===== src/sv/adam_wu_ram.sv =====
module adam_wu_ram #(
  parameter int WIDTH = 8,
  parameter int DEPTH = 16
) (
  input  logic                     clk,
  input  logic                     we,
  input  logic [$clog2(DEPTH)-1:0] waddr,
  input  logic [WIDTH-1:0]         wdata,
  input  logic [$clog2(DEPTH)-1:0] raddr,
  output logic [WIDTH-1:0]         rdata
);

  logic [WIDTH-1:0] mem [DEPTH];

  always_ff @(posedge clk) begin
    if (we) begin
      mem[waddr] <= wdata;
    end
    rdata <= mem[raddr];
  end

endmodule


===== config.mk =====
export PLATFORM = sky130hd
export DESIGN_NAME = adam_wu_ram
export DESIGN_NICKNAME = d
export VERILOG_FILES = /design/src/sv/adam_wu_ram.sv
export SDC_FILE = /design/constraint.sdc
export NUM_CORES = 1
export LEC_CHECK = 0
export BUFFER_PORTS_ARGS = -buffer_cell sky130_fd_sc_hd__buf_2
export CORE_MARGIN = 2
export CORE_UTILIZATION = 60
export CTS_CLUSTER_SIZE = 24
export DETAILED_ROUTE_END_ITERATION = 12
export PLACE_DENSITY = 0.78
export SYNTH_ARGS = -nofsm -noshare
export SYNTH_HDL_FRONTEND = slang
export SYNTH_SLANG_ARGS = --single-unit

===== constraint.sdc =====
create_clock -name clk -period 1.85 [get_ports clk]
set_input_delay 0.185 -clock clk [delete_from_list [all_inputs] [get_ports clk]]
set_output_delay 0.185 -clock clk [all_outputs]
set_load 0.005 [all_outputs]

== After elaboration in Yosys (flattened, before gate mapping) ==
Memory sizes are Yosys's and may differ from the RTL's. A register that Yosys moved wholly into a read port is not among the register bits.
Index checks and enable logic that the tools add are counted.
Cells by class
  mux-type cells: 2
Operators with widths (number)
  $mux 1: 2
Storage, ports and cells
  memory bits (writable): 128
  word-level logic and storage cells: 3
  memories: 1
  bits in registers: 0
  input port bits: 18
  output and inout port bits: 8
Memories
  mem: words 16, width 8, rd ports 1, clocked after Yosys merged registers in 1, write ports 1, RTL line 13  | logic [WIDTH-1:0] mem [DEPTH];

== Depth between registers and ports, before layout ==
  word-level depth: 2
  gate-level depth with buffers: 5
  gate-level depth less buffers: 3

== Worst setup path after synthesis ==
No wires, ideal clock.
  path type: input-to-reg
  start point: in waddr[2]
  end point: mem mem[0][0] (enable)
  path buffers: 0
  required time: 1.467 ns
  setup time: 0.383 ns
  setup slack: 0.172 ns
  arrival time: 1.295 ns
  stages: 2
  path through: or3b_2 -> nor3_1
RTL lines
  start, declared: RTL line 7  | input logic [$clog2(DEPTH)-1:0] waddr,
  end, declared: RTL line 13
Straight into the memory's write port.

==> results.py <==
metrics = {
    "status": {
        "status": "finished clean",
    },
    "pwr": {
        "p_clk_share_pct": 47.4,
        "cellLeakagePower_nw": 2.10,
        "p_seq_share_pct": 48.2,
        "power_w": 0.00719,
        "pwr-share-comb_pct": 4.4,
        "p_sw_share_pct": 19.3,
        "vdd_drop_max_mv": 0.826,
        "p_int_w": 0.00580,
        "power.density_mw_per_mm2": 1180,
        "switchingPower_w": 0.00139,
    },
    "floorplan": {
        "core-area_mm2": 0.00826,
        "fp-row-count": 33,
        "start_util_pct": 62.3,
        "io_pins": 26,
        "fp.dieW_um": 96.6,
        "fp.dieH_um": 96.6,
        "dieArea_mm2": 0.00934,
    },
    "global_route": {
        "antenna_found_initial": 0,
        "grt_max_degree": 33,
        "grt_pass1_wl_um": 15300,
        "track_usage_pct": 23.0,
        "grt-ovfl-total": 0,
        "grt_pass1_vias": 2599,
    },
    "synth": {
        "ys_warn_count": 0,
        "avgSynthCellArea_um2": 22.5,
        "ys_top_cells_by_area": "edfxtp_1, mux4_2, mux4_1, dfxtp_1, a22oi_1",
        "yosysUniqueCellTypes": 19,
        "synthCells": 229,
        "syn_area_mm2": 0.00515,
        "async_flop_share_pct": 0,
        "yosysTopAreaCell": "edfxtp_1",
        "synth_nets": 247,
        "synth-seq-cells": 136,
        "synth.most_common_cell": "edfxtp_1",
        "post-synth-top-area-fraction_pct": 74.7,
        "yosys_most_used_dff": "edfxtp_1",
        "synth_edf_count": 128,
        "synth-seq-area-share_pct": 77.8,
        "yosys-top-cells-count": "edfxtp_1, mux4_2, a22oi_1, mux4_1, nor2_1",
    },
    "clocking": {
        "cts_tree": "done",
        "cts_sinks": 136,
        "post_cts_buffers": 0,
        "root_buffer": "clkbuf_8",
        "clk_pin_slew_ns": 0.06,
        "clock_latency_ns": 0.51,
        "cts_resized": 0,
        "cts_buffers": 17,
        "clk_path_buf_depth": 2,
        "cts_max_level": 4,
        "hold_buffers": 0,
    },
    "placed_design": {
        "gp_congestion": 0.776,
        "dp_hpwl_um": 5590,
        "io_buffers": 25,
    },
    "detailed_routing": {
        "drt_first_pass_iters": 5,
        "drc": 0,
        "vias": 2471,
        "via_per_inst": 6.16,
        "drtIter0Drc": 285,
        "wire_per_inst_um": 24.7,
        "wl_um": 9920,
        "drtAntennaViolNets": 0,
    },
    "sta": {
        "rsz0062_at_grt": "false",
        "setup_violations": 0,
        "final_hold_viol_count": 0,
        "period_minus_slack_ns": 1.42,
        "fmax_ghz": 0.703,
        "worstMarginPinSlew_ns": 0.431,
        "fin_tns_setup_ns": 0,
        "holdWs_ns": 0.0379,
        "skew_ns": 0.00894,
        "drv_slew": 0,
        "period_share_pct": 76.9,
        "slew_headroom_pct": 71.2,
    },
    "worst_setup_path": {
        "arrival_ns": 1.82,
        "crit_chain": "mux4_1 -> a22oi_1 -> nand2_1",
        "max_stage_delay_ns": 0.53,
        "critPathTopFamily": "multiplexers",
        "critPathSlowestCell": "mux4_1",
        "critical_path_buf_inv_count": 0,
        "path_class": "reg -> reg",
        "startpoint_type": "flop",
        "crit_path_end_kind": "flop",
        "crit_fanout": 1,
        "worstPathRequired_ns": 2.25,
    },
    "cells_and_area": {
        "num_antenna_cells": 0,
        "area_growth_syn_to_layout_pct": 18.6,
        "fin_nets": 301,
        "drive_above_1_share_pct": 31.8,
    },
    "hold_path": {
        "hold_path_class": "in -> reg",
    },
    "run": {
        "max-cap-violations": 0,
    },
}
-- cells by family after synthesis --
kind of cell / after synthesis / synth area share, %
flops: 136 / 77.8
simple gates: 35 / 3.18
buf+inv: 10 / 1.68
mux: 32 / 15.0
compound gates: 16 / 2.33
-- sequential cells by signal (all words and copies together) (netlist names) --
| signal | flops |
|---|---|
| mem | 128 |
| rdata | 8 |
-- final cells by class --
class / count / area [µm²]
clock buffers: 19 / 432
fillers: 454 / 2150
flip-flops and latches: 136 / 4000
multi-input cells: 83 / 1060
repair buffers: 45 / 300
clock inverters: 13 / 179
well taps: 105 / 131
-- power by group through the flow --
stage	clock network [W]	registers, W	logic (W)
2_1_floorplan	0	0.00353	0.000175
3_3_place_gp	0	0.00352	0.000305
3_5_place_dp	0	0.00353	0.000313
4_1_cts	0.00344	0.00347	0.000321
5_1_grt	0.00357	0.00347	0.000346
6_report	0.00340	0.00347	0.000318
-- per-layer routing --
layer  global-route usage, %  up-vias  routed length (µm)
met4                    9.64        0                 257
met2                    35.4      133                4870
met5                       0        -                   0
met1                    32.3     1238                4010
met3                    5.71       19                 783
li1                        -     1081                   -
-- final timing paths --
check,start,endpoint,slack [ns],cells past startpoint
worst max register to register,mem[1][2]$_DFFE_PP_,rdata[2]$_DFF_P_,0.43,3
worst min register to register,mem[15][3]$_DFFE_PP_,rdata[3]$_DFF_P_,0.67,3
worst min-delay path,wdata[4],mem[6][4]$_DFFE_PP_,0.04,1
worst max-delay path,mem[1][2]$_DFFE_PP_,rdata[2]$_DFF_P_,0.43,3
-- metrics by stage --
step / setup WS [ns] / cell area (µm²) / utilization, % / instances
floorplan: 0.172 / 5150 / - / 229
global placement: 0.211 / 5490 / 66.5 / 369
detailed placement: 0.195 / 5490 / 66.5 / 369
CTS: 0.439 / 6100 / 73.9 / 401
global route: 0.388 / 6100 / 73.9 / 401
finish: 0.428 / 6100 / 73.9 / 401
-- placed cells by master (no fill, tap or decap) --
cell type   synthesis  final
a22oi_1            16     16
and2_1              1      1
and2b_1             1      1
buf_12              0      2
buf_2               3     25
buf_4               1     18
bufinv_16           0      4
clkbuf_1            0      1
clkbuf_16           0     16
clkbuf_8            0      2
clkinv_1            0      1
clkinv_2            0      3
clkinv_4            0      2
clkinvlp_4          0      3
dfxtp_1             8      8
edfxtp_1          128    128
mux4_1             14     14
mux4_2             18     18
nand2_1             9      9
nand2b_1            2      2
nand3_1             1      1
nand3b_1            2      2
nor2_1             13     13
nor2b_1             1      1
nor3_1              4      4
or3b_2              1      1
Note: power is estimated with default switching activity, not from simulation.
